<file path="src/sv/assert_macros.svh">
// ----------------------------------------------------------------------------
// assert_macros.svh
// Assertion helpers shared by the bit timing solver modules.
// ----------------------------------------------------------------------------
`ifndef ASSERT_MACROS_SVH
`define ASSERT_MACROS_SVH

`ifndef SYNTH
// same-cycle implication
`define CBTS_ASSERT_IMPLY(lbl, clk, rst, ante, cons) \
   lbl: assert property (@(posedge clk) disable iff (rst) (ante) |-> (cons)) \
      else $error("assertion failed: same-cycle implication");
// next-cycle implication
`define CBTS_ASSERT_NEXT(lbl, clk, rst, ante, cons) \
   lbl: assert property (@(posedge clk) disable iff (rst) (ante) |=> (cons)) \
      else $error("assertion failed: next-cycle implication");
`else
`define CBTS_ASSERT_IMPLY(lbl, clk, rst, ante, cons)
`define CBTS_ASSERT_NEXT(lbl, clk, rst, ante, cons)
`endif

`endif

</file>
<file path="src/sv/cbts_pkg.sv">
`timescale 1ns / 1ps
// ----------------------------------------------------------------------------
// cbts_pkg
// Widths, constants and control types of the CAN bit timing solver.
// ----------------------------------------------------------------------------
package cbts_pkg;

   // field widths
   localparam int CLK_W   = 29;
   localparam int BAUD_W  = 24;
   localparam int PRESC_W = 16;
   localparam int SEG_W   = 6;
   localparam int SJW_W   = 7;

   // clock register after reset
   localparam logic [CLK_W-1:0] CLK_RESET = 29'd200000000;

   // default search range
   localparam int DEF_MAX_SEGMENTS = 48;
   localparam int DEF_MIN_SEGMENTS = 4;

   // error below 1/TOL_FINE ends the search
   localparam int TOL_FINE = 100000;

   // sync jump width and prescaler limits
   localparam int SJW_DIVIDEND = 200;
   localparam int SJW_MAX      = 127;
   localparam int PRESC_MAX    = 65535;

   // x / 10 as (x * RECIP_TEN) >> RECIP_SHIFT, exact for x below 16384
   localparam int RECIP_TEN   = 6554;
   localparam int RECIP_W     = 13;
   localparam int RECIP_SHIFT = 16;

   // divider control and status
   typedef struct packed {
      logic start;
   } div_ctl_type;

   typedef struct packed {
      logic busy;
      logic done;
   } div_sts_type;

endpackage

</file>
<file path="src/sv/cbts_ifs.sv">
`timescale 1ns / 1ps
// ----------------------------------------------------------------------------
// cbts_ifs
// Valid/ready channels of the solver: request, response and clock register.
// ----------------------------------------------------------------------------
interface cbts_req_if;
   import cbts_pkg::*;
   logic              valid;
   logic              ready;
   logic [BAUD_W-1:0] req_rate;
   modport source (output valid, output req_rate, input ready);
   modport sink   (input valid, input req_rate, output ready);
endinterface

interface cbts_rsp_if;
   import cbts_pkg::*;
   logic               valid;
   logic               ready;
   logic               ok;
   logic [PRESC_W-1:0] prescaler;
   logic [SEG_W-1:0]   seg1;
   logic [SEG_W-1:0]   seg2;
   logic [SJW_W-1:0]   sjw;
   modport source (output valid, output ok, output prescaler, output seg1,
                   output seg2, output sjw, input ready);
   modport sink   (input valid, input ok, input prescaler, input seg1,
                   input seg2, input sjw, output ready);
endinterface

interface cbts_csr_if;
   import cbts_pkg::*;
   logic             valid;
   logic             ready;
   logic [CLK_W-1:0] clock_hz;
   modport source (output valid, output clock_hz, input ready);
   modport sink   (input valid, input clock_hz, output ready);
endinterface

</file>
<file path="src/sv/can_bit_timing_solver.sv">
`timescale 1ns / 1ps
`include "assert_macros.svh"
// ----------------------------------------------------------------------------
// can_bit_timing_solver
// Searches segment counts for the CAN bit timing closest to a requested rate.
// ----------------------------------------------------------------------------
//  channel    dir  handshake    payload
//  csr_chan   in   valid/ready  clock_hz (29 b), always ready
//  req_chan   in   valid/ready  req_rate (24 b), ready only when idle
//  rsp_chan   out  valid/ready  ok, prescaler, seg1, seg2, sjw
//
//  Each candidate passes through the serial divider for clock / (baud*(i+1))
//  and through one multiplier; the first candidate skips the comparison.
//  A full search covers 45 candidates; the prescaler checks, the sjw division
//  and the segments follow before a result leaves.
//  Reset is synchronous and restores the clock register to 200 MHz.
//  A held response does not stop the next request; its result waits in S_OUT.
// ----------------------------------------------------------------------------
module can_bit_timing_solver #(
   parameter int MAX_SEGMENTS = cbts_pkg::DEF_MAX_SEGMENTS,
   parameter int MIN_SEGMENTS = cbts_pkg::DEF_MIN_SEGMENTS
) (
   input logic         clock,
   input logic         reset,
   cbts_csr_if.sink    csr_chan,
   cbts_req_if.sink    req_chan,
   cbts_rsp_if.source  rsp_chan
);
   import cbts_pkg::*;

   localparam int  TOP_SEG      = (MAX_SEGMENTS > MIN_SEGMENTS) ? MAX_SEGMENTS : MIN_SEGMENTS;
   localparam int  CNT_W        = $clog2(TOP_SEG + 2);
   localparam int  D_W          = BAUD_W + CNT_W;
   localparam int  R_W          = (D_W < CLK_W) ? D_W : CLK_W;
   localparam int  P_W          = D_W + R_W;
   localparam int  X_W          = CNT_W + 4;
   localparam int  XP_W         = X_W + RECIP_W;
   localparam int  T_W          = XP_W - RECIP_SHIFT;
   localparam int  SG_W         = (T_W > SEG_W) ? T_W : SEG_W;
   localparam int  CW           = D_W + 5;
   localparam bit  EMPTY_SEARCH = (MIN_SEGMENTS > MAX_SEGMENTS);
   localparam logic [CNT_W-1:0] I_MAX = CNT_W'(MAX_SEGMENTS);
   localparam logic [CNT_W-1:0] I_MIN = CNT_W'(MIN_SEGMENTS);

   typedef enum logic [14:0] {
      S_IDLE   = 15'h0001,
      S_MULD   = 15'h0002,
      S_DSTART = 15'h0004,
      S_DIV    = 15'h0008,
      S_FOLD   = 15'h0010,
      S_MULE   = 15'h0020,
      S_CHKE   = 15'h0040,
      S_MULA   = 15'h0080,
      S_MULB   = 15'h0100,
      S_CMP    = 15'h0200,
      S_PRE    = 15'h0400,
      S_SSTART = 15'h0800,
      S_SDIV   = 15'h1000,
      S_SEG    = 15'h2000,
      S_OUT    = 15'h4000
   } state_type;

   state_type          state_ff, state_in;
   logic [CLK_W-1:0]   clk_hz_ff, clk_hz_in;
   logic               have_ff, have_in;
   logic               rsp_valid_ff, rsp_valid_in;

   logic [BAUD_W-1:0]  baud_ff, baud_in;
   logic [CNT_W-1:0]   i_ff, i_in;
   logic [D_W-1:0]     d_ff, d_in;
   logic [R_W-1:0]     r_ff, r_in;
   logic [P_W-1:0]     cmp_ff, cmp_in;
   logic [CNT_W-1:0]   best_i_ff, best_i_in;
   logic [R_W-1:0]     best_r_ff, best_r_in;
   logic [D_W-1:0]     best_d_ff, best_d_in;
   logic [R_W-1:0]     best_rem_ff, best_rem_in;
   logic [CLK_W-1:0]   best_q_ff, best_q_in;
   logic [PRESC_W-1:0] presc_ff, presc_in;
   logic               fail_ff, fail_in;
   logic [SEG_W-1:0]   seg1_ff, seg1_in;
   logic [SEG_W-1:0]   seg2_ff, seg2_in;
   logic [SJW_W-1:0]   sjw_ff, sjw_in;
   logic               rsp_ok_ff, rsp_ok_in;
   logic [PRESC_W-1:0] rsp_presc_ff, rsp_presc_in;
   logic [SEG_W-1:0]   rsp_seg1_ff, rsp_seg1_in;
   logic [SEG_W-1:0]   rsp_seg2_ff, rsp_seg2_in;
   logic [SJW_W-1:0]   rsp_sjw_ff, rsp_sjw_in;

   // shared units
   logic [D_W-1:0]     mul_a;
   logic [R_W-1:0]     mul_b;
   logic [P_W-1:0]     mul_p;
   div_ctl_type        div_ctl;
   div_sts_type        div_sts;
   logic [CLK_W-1:0]   div_dividend;
   logic [D_W-1:0]     div_divisor;
   logic [CLK_W-1:0]   div_quot;
   logic [D_W-1:0]     div_rem;

   // datapath terms
   logic [CNT_W-1:0]   i_plus;
   logic [R_W-1:0]     rem_w;
   logic               fold_up;
   logic [R_W-1:0]     fold_r;
   logic               fine_hit;
   logic               better;
   logic               at_min;
   logic               round_up;
   logic [CLK_W:0]     presc_full;
   logic               coarse_fail;
   logic               presc_bad;
   logic [X_W-1:0]     seg_ip;
   logic [X_W-1:0]     seg_x;
   logic [XP_W-1:0]    seg_xp;
   logic [SG_W-1:0]    s1_raw;
   logic [SG_W-1:0]    s1;
   logic [SG_W-1:0]    s2;
   logic [7:0]         sjw_q;
   logic [SJW_W-1:0]   sjw_val;
   logic               take;
   logic               rsp_free;

   // response checks
   logic               rsp_zero;
   logic               rsp_nonzero;
   logic               req_take;

   cbts_mul #(.A_W(D_W), .B_W(R_W)) u_mul (
      .clock   (clock),
      .op_a    (mul_a),
      .op_b    (mul_b),
      .product (mul_p)
   );

   cbts_div #(.DIVIDEND_W(CLK_W), .DIVISOR_W(D_W)) u_div (
      .clock     (clock),
      .reset     (reset),
      .ctl       (div_ctl),
      .dividend  (div_dividend),
      .divisor   (div_divisor),
      .sts       (div_sts),
      .quotient  (div_quot),
      .remainder (div_rem)
   );

   // select multiplier operands by step
   assign i_plus = i_ff + CNT_W'(1);
   always_comb begin
      mul_a = '0;
      mul_b = '0;
      case (state_ff)
         S_MULD: begin
            mul_a = D_W'(baud_ff);
            mul_b = R_W'(i_plus);
         end
         S_MULE: begin
            mul_a = D_W'(TOL_FINE);
            mul_b = r_ff;
         end
         S_MULA: begin
            mul_a = best_d_ff;
            mul_b = r_ff;
         end
         S_MULB: begin
            mul_a = d_ff;
            mul_b = best_r_ff;
         end
         default: begin
            mul_a = '0;
            mul_b = '0;
         end
      endcase
   end

   // drive the divider: clock by d for the search, 200 by prescaler for sjw
   assign div_ctl.start = (state_ff == S_DSTART) || (state_ff == S_SSTART);
   assign div_dividend  = (state_ff == S_DSTART) ? clk_hz_ff : CLK_W'(SJW_DIVIDEND);
   assign div_divisor   = (state_ff == S_DSTART) ? mul_p[D_W-1:0] : D_W'(presc_ff);

   // fold the remainder to its distance from the nearest multiple
   assign rem_w   = div_rem[R_W-1:0];
   assign fold_up = (D_W+1)'({rem_w, 1'b0}) > (D_W+1)'(d_ff);
   assign fold_r  = fold_up ? R_W'(d_ff - D_W'(rem_w)) : rem_w;

   // candidate tests
   assign fine_hit = mul_p < P_W'(d_ff);
   assign better   = cmp_ff < mul_p;
   assign at_min   = (i_ff == I_MIN);

   // prescaler rounding and failure checks
   assign round_up    = (D_W+1)'({best_rem_ff, 1'b0}) >= (D_W+1)'(best_d_ff);
   assign presc_full  = (CLK_W+1)'(best_q_ff) + (CLK_W+1)'(round_up);
   assign coarse_fail = (CW'({best_r_ff, 3'b000}) + CW'({best_r_ff, 1'b0}))
                        > CW'(best_d_ff);
   assign presc_bad   = (presc_full == '0) || (presc_full > (CLK_W+1)'(PRESC_MAX));

   // seg1 = round(0.7 * (i + 1)) - 1, kept inside 1 .. i-1
   assign seg_ip = X_W'(best_i_ff) + X_W'(1);
   assign seg_x  = (seg_ip << 3) - seg_ip + X_W'(5);
   assign seg_xp = XP_W'(seg_x) * XP_W'(RECIP_TEN);
   assign s1_raw = SG_W'(seg_xp[XP_W-1:RECIP_SHIFT]) - SG_W'(1);
   always_comb begin
      if (s1_raw == '0) begin
         s1 = SG_W'(1);
      end else if (s1_raw == SG_W'(best_i_ff)) begin
         s1 = s1_raw - SG_W'(1);
      end else begin
         s1 = s1_raw;
      end
   end
   assign s2 = SG_W'(best_i_ff) - s1;

   // clamp the sync jump width
   assign sjw_q = div_quot[7:0];
   always_comb begin
      if (sjw_q == '0) begin
         sjw_val = SJW_W'(1);
      end else if (sjw_q > 8'(SJW_MAX)) begin
         sjw_val = SJW_W'(SJW_MAX);
      end else begin
         sjw_val = sjw_q[SJW_W-1:0];
      end
   end

   assign rsp_free = !rsp_valid_ff || rsp_chan.ready;

   // sequencer
   always_comb begin
      state_in     = state_ff;
      clk_hz_in    = clk_hz_ff;
      have_in      = have_ff;
      baud_in      = baud_ff;
      i_in         = i_ff;
      d_in         = d_ff;
      r_in         = r_ff;
      cmp_in       = cmp_ff;
      best_i_in    = best_i_ff;
      best_r_in    = best_r_ff;
      best_d_in    = best_d_ff;
      best_rem_in  = best_rem_ff;
      best_q_in    = best_q_ff;
      presc_in     = presc_ff;
      fail_in      = fail_ff;
      seg1_in      = seg1_ff;
      seg2_in      = seg2_ff;
      sjw_in       = sjw_ff;
      rsp_valid_in = rsp_valid_ff && !rsp_chan.ready;
      rsp_ok_in    = rsp_ok_ff;
      rsp_presc_in = rsp_presc_ff;
      rsp_seg1_in  = rsp_seg1_ff;
      rsp_seg2_in  = rsp_seg2_ff;
      rsp_sjw_in   = rsp_sjw_ff;
      take         = 1'b0;

      // take a clock register write
      if (csr_chan.valid) begin
         clk_hz_in = csr_chan.clock_hz;
      end

      case (state_ff)
         S_IDLE: begin
            if (req_chan.valid) begin
               baud_in = req_chan.req_rate;
               i_in    = I_MAX;
               have_in = 1'b0;
               if ((req_chan.req_rate == '0) || EMPTY_SEARCH) begin
                  state_in = S_PRE;
               end else begin
                  state_in = S_MULD;
               end
            end
         end
         S_MULD: begin
            state_in = S_DSTART;
         end
         S_DSTART: begin
            d_in     = mul_p[D_W-1:0];
            state_in = S_DIV;
         end
         S_DIV: begin
            if (div_sts.done) begin
               state_in = S_FOLD;
            end
         end
         S_FOLD: begin
            r_in     = fold_r;
            state_in = S_MULE;
         end
         S_MULE: begin
            state_in = S_CHKE;
         end
         S_CHKE: begin
            if (fine_hit) begin
               take     = 1'b1;
               state_in = S_PRE;
            end else if (!have_ff) begin
               take = 1'b1;
               if (at_min) begin
                  state_in = S_PRE;
               end else begin
                  i_in     = i_ff - CNT_W'(1);
                  state_in = S_MULD;
               end
            end else begin
               state_in = S_MULA;
            end
         end
         S_MULA: begin
            state_in = S_MULB;
         end
         S_MULB: begin
            cmp_in   = mul_p;
            state_in = S_CMP;
         end
         S_CMP: begin
            take = better;
            if (at_min) begin
               state_in = S_PRE;
            end else begin
               i_in     = i_ff - CNT_W'(1);
               state_in = S_MULD;
            end
         end
         S_PRE: begin
            presc_in = presc_full[PRESC_W-1:0];
            fail_in  = !have_ff || coarse_fail || presc_bad;
            if (!have_ff || coarse_fail || presc_bad) begin
               state_in = S_OUT;
            end else begin
               state_in = S_SSTART;
            end
         end
         S_SSTART: begin
            state_in = S_SDIV;
         end
         S_SDIV: begin
            if (div_sts.done) begin
               state_in = S_SEG;
            end
         end
         S_SEG: begin
            seg1_in  = s1[SEG_W-1:0];
            seg2_in  = s2[SEG_W-1:0];
            sjw_in   = sjw_val;
            state_in = S_OUT;
         end
         S_OUT: begin
            if (rsp_free) begin
               rsp_valid_in = 1'b1;
               rsp_ok_in    = !fail_ff;
               rsp_presc_in = fail_ff ? '0 : presc_ff;
               rsp_seg1_in  = fail_ff ? '0 : seg1_ff;
               rsp_seg2_in  = fail_ff ? '0 : seg2_ff;
               rsp_sjw_in   = fail_ff ? '0 : sjw_ff;
               state_in     = S_IDLE;
            end
         end
         default: begin
            state_in = S_IDLE;
         end
      endcase

      // record the candidate as the best so far
      if (take) begin
         have_in     = 1'b1;
         best_i_in   = i_ff;
         best_r_in   = r_ff;
         best_d_in   = d_ff;
         best_rem_in = rem_w;
         best_q_in   = div_quot;
      end
   end

   // control state
   always_ff @(posedge clock) begin
      if (reset) begin
         state_ff     <= S_IDLE;
         clk_hz_ff    <= CLK_RESET;
         have_ff      <= 1'b0;
         rsp_valid_ff <= 1'b0;
      end else begin
         state_ff     <= state_in;
         clk_hz_ff    <= clk_hz_in;
         have_ff      <= have_in;
         rsp_valid_ff <= rsp_valid_in;
      end
   end

   // datapath
   always_ff @(posedge clock) begin
      baud_ff      <= baud_in;
      i_ff         <= i_in;
      d_ff         <= d_in;
      r_ff         <= r_in;
      cmp_ff       <= cmp_in;
      best_i_ff    <= best_i_in;
      best_r_ff    <= best_r_in;
      best_d_ff    <= best_d_in;
      best_rem_ff  <= best_rem_in;
      best_q_ff    <= best_q_in;
      presc_ff     <= presc_in;
      fail_ff      <= fail_in;
      seg1_ff      <= seg1_in;
      seg2_ff      <= seg2_in;
      sjw_ff       <= sjw_in;
      rsp_ok_ff    <= rsp_ok_in;
      rsp_presc_ff <= rsp_presc_in;
      rsp_seg1_ff  <= rsp_seg1_in;
      rsp_seg2_ff  <= rsp_seg2_in;
      rsp_sjw_ff   <= rsp_sjw_in;
   end

   // ports
   assign csr_chan.ready     = 1'b1;
   assign req_chan.ready     = (state_ff == S_IDLE);
   assign rsp_chan.valid     = rsp_valid_ff;
   assign rsp_chan.ok        = rsp_ok_ff;
   assign rsp_chan.prescaler = rsp_presc_ff;
   assign rsp_chan.seg1      = rsp_seg1_ff;
   assign rsp_chan.seg2      = rsp_seg2_ff;
   assign rsp_chan.sjw       = rsp_sjw_ff;

   // summarise the held response for the checks below
   assign rsp_zero    = (rsp_presc_ff == '0) && (rsp_seg1_ff == '0) &&
                        (rsp_seg2_ff == '0) && (rsp_sjw_ff == '0);
   assign rsp_nonzero = (rsp_presc_ff != '0) && (rsp_sjw_ff != '0);
   assign req_take    = req_chan.valid && (state_ff == S_IDLE);

   `CBTS_ASSERT_IMPLY(a_fail_zero, clock, reset, rsp_valid_ff && !rsp_ok_ff, rsp_zero)
   `CBTS_ASSERT_IMPLY(a_ok_nonzero, clock, reset, rsp_valid_ff && rsp_ok_ff, rsp_nonzero)
   `CBTS_ASSERT_NEXT(a_busy_after_accept, clock, reset, req_take, state_ff != S_IDLE)
   `CBTS_ASSERT_IMPLY(a_div_free_at_start, clock, reset, div_ctl.start, !div_sts.busy)
   `CBTS_ASSERT_NEXT(a_out_loads, clock, reset, (state_ff == S_OUT) && !rsp_valid_ff, rsp_valid_ff)

endmodule

</file>
<file path="src/sv/cbts_mul.sv">
`timescale 1ns / 1ps
// ----------------------------------------------------------------------------
// cbts_mul
// Shared unsigned multiplier with a registered product.
// ----------------------------------------------------------------------------
module cbts_mul #(
   parameter int A_W = cbts_pkg::CLK_W,
   parameter int B_W = cbts_pkg::CLK_W
) (
   input  logic             clock,
   input  logic [A_W-1:0]   op_a,
   input  logic [B_W-1:0]   op_b,
   output logic [A_W+B_W-1:0] product
);
   import cbts_pkg::*;

   logic [A_W+B_W-1:0] prod_ff;
   logic [A_W+B_W-1:0] prod_in;

   // form the full-width product
   assign prod_in = (A_W+B_W)'(op_a) * (A_W+B_W)'(op_b);

   // hold it for the next cycle
   always_ff @(posedge clock) begin
      prod_ff <= prod_in;
   end

   assign product = prod_ff;

endmodule

</file>
<file path="src/sv/cbts_div.sv">
`timescale 1ns / 1ps
`include "assert_macros.svh"
// ----------------------------------------------------------------------------
// cbts_div
// Restoring divider, one quotient bit a cycle, remainder and quotient held.
// ----------------------------------------------------------------------------
module cbts_div #(
   parameter int DIVIDEND_W = cbts_pkg::CLK_W,
   parameter int DIVISOR_W  = cbts_pkg::CLK_W
) (
   input  logic                     clock,
   input  logic                     reset,
   input  cbts_pkg::div_ctl_type    ctl,
   input  logic [DIVIDEND_W-1:0]    dividend,
   input  logic [DIVISOR_W-1:0]     divisor,
   output cbts_pkg::div_sts_type    sts,
   output logic [DIVIDEND_W-1:0]    quotient,
   output logic [DIVISOR_W-1:0]     remainder
);
   import cbts_pkg::*;

   localparam int CNT_W = $clog2(DIVIDEND_W + 1);

   logic [CNT_W-1:0]      cnt_ff, cnt_in;
   logic                  done_ff, done_in;
   logic [DIVISOR_W-1:0]  part_ff, part_in;
   logic [DIVIDEND_W-1:0] quo_ff, quo_in;
   logic [DIVISOR_W-1:0]  dsr_ff, dsr_in;

   logic [DIVISOR_W:0]    shifted;
   logic [DIVISOR_W:0]    diff;
   logic                  fits;

   // bring down the next dividend bit and trial-subtract
   assign shifted = {part_ff, quo_ff[DIVIDEND_W-1]};
   assign fits    = shifted >= {1'b0, dsr_ff};
   assign diff    = shifted - {1'b0, dsr_ff};

   // load on start, otherwise step until the count runs out
   always_comb begin
      cnt_in  = cnt_ff;
      done_in = 1'b0;
      part_in = part_ff;
      quo_in  = quo_ff;
      dsr_in  = dsr_ff;
      if (ctl.start) begin
         cnt_in  = CNT_W'(DIVIDEND_W);
         part_in = '0;
         quo_in  = dividend;
         dsr_in  = divisor;
      end else if (cnt_ff != '0) begin
         part_in = fits ? diff[DIVISOR_W-1:0] : shifted[DIVISOR_W-1:0];
         quo_in  = {quo_ff[DIVIDEND_W-2:0], fits};
         cnt_in  = cnt_ff - CNT_W'(1);
         done_in = (cnt_ff == CNT_W'(1));
      end
   end

   // control state
   always_ff @(posedge clock) begin
      if (reset) begin
         cnt_ff  <= '0;
         done_ff <= 1'b0;
      end else begin
         cnt_ff  <= cnt_in;
         done_ff <= done_in;
      end
   end

   // datapath
   always_ff @(posedge clock) begin
      part_ff <= part_in;
      quo_ff  <= quo_in;
      dsr_ff  <= dsr_in;
   end

   assign sts.busy  = (cnt_ff != '0);
   assign sts.done  = done_ff;
   assign quotient  = quo_ff;
   assign remainder = part_ff;

   `CBTS_ASSERT_IMPLY(a_rem_below_divisor, clock, reset, done_ff, part_ff < dsr_ff)
   `CBTS_ASSERT_NEXT(a_done_pulse, clock, reset, done_ff, !done_ff)
   `CBTS_ASSERT_NEXT(a_start_busy, clock, reset, ctl.start, cnt_ff != '0)

endmodule

</file>
<file path="src/flat_wrapper.sv">
// flat-port wrapper written by rule: the top's interface ports become plain ports
module can_bit_timing_solver_flat import cbts_pkg::*;
#(
   parameter int MAX_SEGMENTS = cbts_pkg::DEF_MAX_SEGMENTS,
   parameter int MIN_SEGMENTS = cbts_pkg::DEF_MIN_SEGMENTS
)
  (clock, reset, csr_chan_valid, csr_chan_clock_hz, csr_chan_ready, req_chan_valid, req_chan_req_rate, req_chan_ready, rsp_chan_valid, rsp_chan_ok, rsp_chan_prescaler, rsp_chan_seg1, rsp_chan_seg2, rsp_chan_sjw, rsp_chan_ready);
  cbts_csr_if csr_chan_i ();
  cbts_req_if req_chan_i ();
  cbts_rsp_if rsp_chan_i ();
  input logic clock;
  input logic reset;
  input wire logic [$bits(csr_chan_i.valid)-1:0] csr_chan_valid;
  input wire logic [$bits(csr_chan_i.clock_hz)-1:0] csr_chan_clock_hz;
  output wire logic [$bits(csr_chan_i.ready)-1:0] csr_chan_ready;
  input wire logic [$bits(req_chan_i.valid)-1:0] req_chan_valid;
  input wire logic [$bits(req_chan_i.req_rate)-1:0] req_chan_req_rate;
  output wire logic [$bits(req_chan_i.ready)-1:0] req_chan_ready;
  output wire logic [$bits(rsp_chan_i.valid)-1:0] rsp_chan_valid;
  output wire logic [$bits(rsp_chan_i.ok)-1:0] rsp_chan_ok;
  output wire logic [$bits(rsp_chan_i.prescaler)-1:0] rsp_chan_prescaler;
  output wire logic [$bits(rsp_chan_i.seg1)-1:0] rsp_chan_seg1;
  output wire logic [$bits(rsp_chan_i.seg2)-1:0] rsp_chan_seg2;
  output wire logic [$bits(rsp_chan_i.sjw)-1:0] rsp_chan_sjw;
  input wire logic [$bits(rsp_chan_i.ready)-1:0] rsp_chan_ready;
  assign csr_chan_i.valid = csr_chan_valid;
  assign csr_chan_i.clock_hz = csr_chan_clock_hz;
  assign csr_chan_ready = csr_chan_i.ready;
  assign req_chan_i.valid = req_chan_valid;
  assign req_chan_i.req_rate = req_chan_req_rate;
  assign req_chan_ready = req_chan_i.ready;
  assign rsp_chan_valid = rsp_chan_i.valid;
  assign rsp_chan_ok = rsp_chan_i.ok;
  assign rsp_chan_prescaler = rsp_chan_i.prescaler;
  assign rsp_chan_seg1 = rsp_chan_i.seg1;
  assign rsp_chan_seg2 = rsp_chan_i.seg2;
  assign rsp_chan_sjw = rsp_chan_i.sjw;
  assign rsp_chan_i.ready = rsp_chan_ready;
  can_bit_timing_solver #(.MAX_SEGMENTS(MAX_SEGMENTS), .MIN_SEGMENTS(MIN_SEGMENTS)) u_core (.clock(clock), .reset(reset), .csr_chan(csr_chan_i), .req_chan(req_chan_i), .rsp_chan(rsp_chan_i));
endmodule
</file>
<file path="config.mk">
export PLATFORM = sky130hd
export DESIGN_NAME = can_bit_timing_solver_flat
export DESIGN_NICKNAME = d
export VERILOG_FILES = /design/src/sv/cbts_pkg.sv /design/src/sv/cbts_ifs.sv /design/src/sv/can_bit_timing_solver.sv /design/src/sv/cbts_mul.sv /design/src/sv/cbts_div.sv /design/src/flat_wrapper.sv
export VERILOG_INCLUDE_DIRS = /design/src /design/src/sv
export SDC_FILE = /design/constraint.sdc
export NUM_CORES = 2
export LEC_CHECK = 0
export BUFFER_PORTS_ARGS = -buffer_cell sky130_fd_sc_hd__buf_2
export CORE_MARGIN = 8
export CORE_UTILIZATION = 55
export DETAILED_ROUTE_END_ITERATION = 8
export PLACE_DENSITY_LB_ADDON = 0.12
export SLEW_MARGIN = 20
export SYNTH_ARGS = -nofsm -noshare
export SYNTH_HDL_FRONTEND = slang
export SYNTH_HIERARCHICAL = 1
export SYNTH_SLANG_ARGS = --single-unit
</file>
<file path="constraint.sdc">
create_clock -name clock -period 13.8 [get_ports clock]
set_clock_uncertainty 0.05 [all_clocks]
set_input_delay 0 -clock clock [delete_from_list [all_inputs] [get_ports clock]]
set_output_delay 0 -clock clock [all_outputs]
set_load 0.01 [all_outputs]
</file>
==> results.yml <==
status:
  status: "finished clean"
hold_path:
  min_path_cells: 3
  hold_path_class: "in2reg"
  min-delay-start: "csr_chan_clock_hz[24]"
  whs_endpoint: "u_core/clk_hz_ff[24]$_SDFFE_PP1P_"
die:
  pin_count: 97
  die-area_um2: 121000
  fp.coreArea_um2: 109000
  die_h_um: 348
  die_w_um: 348
  num_rows: 121
  start_util_pct: 55.5
drt:
  vias: 43700
  viasPerCell: 5.73
  totalWireLength_um: 169000
  drc: 0
  ant_nets: 0
  drt-initial-drc-count: 3170
  first_pass_iters: 8
  avgRoutedWirePerCell_um: 22.2
timing:
  hold_slack_ns: 0.0566
  rsz0062_at_grt: "false"
  setup_viol: 0
  fmax_mhz: 89.8
  maxSlewViolCount: 0
  fin_crit_ns: 11.13
  slew_headroom_pct: 29.9
  period_share_pct: 80.7
  tightest_slew_ns: 1.04
  tns_ns: 0
  hold_violations: 0
clocking:
  cts_resized: 0
  clkLatencyLatePin_ns: 0.64
  numCtsBuffers: 56
  cts_setup_buffers: 0
  htreeDepth: 2
  cts_tree: "built"
  clkTransAtPathRegs_ns: 0.06
  cts.sinks: 543
  clock_path_buffers: 3
  clockRootBuffer: "clkbuf_16"
  cts_hold_buf: 95
run:
  cap_violations: 0
critical_path:
  r2r_end: "u_core/u_mul/product[51]$_DFF_P_"
  end_kind: "register"
  worstPathRequired_ns: 14.26
  slowest_delay_ns: 0.96
  cp_data_arrival_time_ns: 11.59
  critical_path.slowest_cell: "a2111oi_1"
  worstSetupPathType: "reg2reg"
  r2r-start: "u_core/state_ff[12]$_SDFFE_PP0P_"
  cp_common_cell: "fa_1"
  ff2ff_path_depth: 34
  critical_path.max_fanout: 32
  ff2ff_setup_slack_ns: 2.67
  start_kind: "register"
power:
  p_comb_share_pct: 29.0
  p_seq_share_pct: 40.9
  power_density_nw_per_um2: 81.0
  p_sw_share_pct: 33.8
  p_sw_uw: 1780
  p_leak_uw: 0.0309
  p_total_uw: 5280
  power.internal_uw: 3490
  pwr-share-clk_pct: 30.1
  peakVddDrop_mv: 0.272
yosys:
  synth_edf_count: 402
  synthTopCellsByArea: "fa_1, edfxtp_1, ha_1"
  synth_top_area_share_pct: 25.8
  async_reset_ff_share_pct: 0
  seq_area_frac_synth_pct: 24.6
  yosys-top-cells-count: "inv_1, fa_1, ha_1, nand2_1, and2_1"
  avgSynthCellArea_um2: 9.87
  ys_types: 112
  synthCells: 6122
  yosysTopAreaCell: "fa_1"
  syn-num-nets: 7542
  postSynthRegisterBits: 543
  synth_top_flop_cell: "edfxtp_1"
  yosysMostFrequentCell: "inv_1"
  ys_warn_count: 6
  synth_area_um2: 60500
global_route:
  overflow: 0
  grt_pass1_vias: 44800
  antenna_found_initial: 6
  grt_max_degree: 62
  grt_util_all_layers_pct: 27.9
  grt_pass1_wl_um: 263000
placement:
  place_congestion: 0.946
  port_buffers: 95
  dp_hpwl_um: 131000
layout:
  drive_above_1_share_pct: 6.52
  area_growth_syn_to_layout_pct: 7.74
  utilization_pct: 59.7
  fin_nets: 7588
==> per-layer routing <==
| layer | wire length [µm] | track usage (%) |
|---|---|---|
| met1 | 76300 | 39.9 |
| met3 | 11400 | 3.96 |
| met2 | 76600 | 44.5 |
| met4 | 4980 | 7.77 |
| met5 | 0 | 0 |
==> cells by family (layout without fill, tap and decap cells) <==
family | count (synthesis) | count (layout) | share of synthesized area (%)
simple gates | 1754 | 1754 | 15.1
buf+inv | 1369 | 1463 | 8.68
fa+ha+maj | 1363 | 1363 | 37.9
compound gates | 799 | 799 | 9.02
flops | 543 | 543 | 24.6
xor+xnor | 193 | 193 | 2.88
mux | 100 | 100 | 1.77
other cells | 1 | 6 | 0.00620
==> worst max-delay path by stage <==
stage                                startpoint  depth (start not counted)                          endpoint
5_1_grt           u_core/best_i_ff[0]$_DFFE_PP_                         43       u_core/seg2_ff[5]$_DFFE_PN_
4_1_cts        u_core/state_ff[12]$_SDFFE_PP0P_                         34  u_core/u_mul/product[51]$_DFF_P_
3_3_place_gp   u_core/state_ff[12]$_SDFFE_PP0P_                         34  u_core/u_mul/product[51]$_DFF_P_
6_report       u_core/state_ff[12]$_SDFFE_PP0P_                         34  u_core/u_mul/product[51]$_DFF_P_
2_1_floorplan  u_core/state_ff[11]$_SDFFE_PP0P_                         34  u_core/u_mul/product[56]$_DFF_P_
3_5_place_dp   u_core/state_ff[12]$_SDFFE_PP0P_                         34  u_core/u_mul/product[51]$_DFF_P_
==> per-stage QoR <==
step / instances / area (µm²) / setup slack (ns)
after detailed placement: 7429 / 62200 / 2.72
after floorplan: 6122 / 60500 / 3.00
after CTS: 7630 / 65100 / 2.73
after global routing: 7630 / 65100 / 1.69
after global placement: 7428 / 62200 / 2.87
final: 7635 / 65100 / 2.67
==> worst max-delay path: cells and delay by family, from the launching register on <==
kind | cells | cell delay [ns]
buffers and inverters | 9 | 1.18
adders and majority gates | 9 | 4.46
xor gates and xnor gates | 1 | 0.12
and+or+nand+nor | 10 | 2.71
AOI/OAI and AO/OA | 5 | 2.08
DFF | 1 | 0.36
==> power by group through the flow <==
stage                     Sequential (µW)  Clock, µW  Combinational [µW]
after floorplan                      2090          0                1130
after global placement               2190          0                1460
after detailed placement             2190          0                1480
after CTS                            2150       1620                1510
after global routing                 2180       1680                1690
final                                2160       1590                1530
==> sequential cells by signal (all words and copies together), names as in the netlist, 24 cells and up <==
signal,cells
u_core/baud_ff,24
u_core/best_d_ff,30
u_core/best_q_ff,29
u_core/best_r_ff,29
u_core/best_rem_ff,29
u_core/clk_hz_ff,29
u_core/cmp_ff,59
u_core/d_ff,30
u_core/r_ff,29
u_core/u_div/dsr_ff,30
u_core/u_div/quotient,29
u_core/u_div/remainder,30
u_core/u_mul/product,59
==> layout make-up <==
type                            instances  area (µm²)
Sequential cell                       543       14900
Clock buffer                           78        1580
Clock inverter                         28         355
Fill cell                            9310       43900
Tap cell                             1414        1770
Antenna cell                            5        12.5
Inverter                             1082        4060
Multi-Input combinational cell       4210       40400
Timing Repair Buffer                  275        2080
==> placed cells by master, fill, tap and decap left out, drive strengths merged, types with 141 or more instances in the layout <==
master  Yosys  routed
nand2     560     560
inv      1082    1084
ha        582     582
o21ai     156     156
nor2      189     189
fa        780     780
buf        21     180
a21oi     203     203
and2      532     532
edfxtp    402     402
dfxtp     141     141
Power figures use the tool's default switching activity.
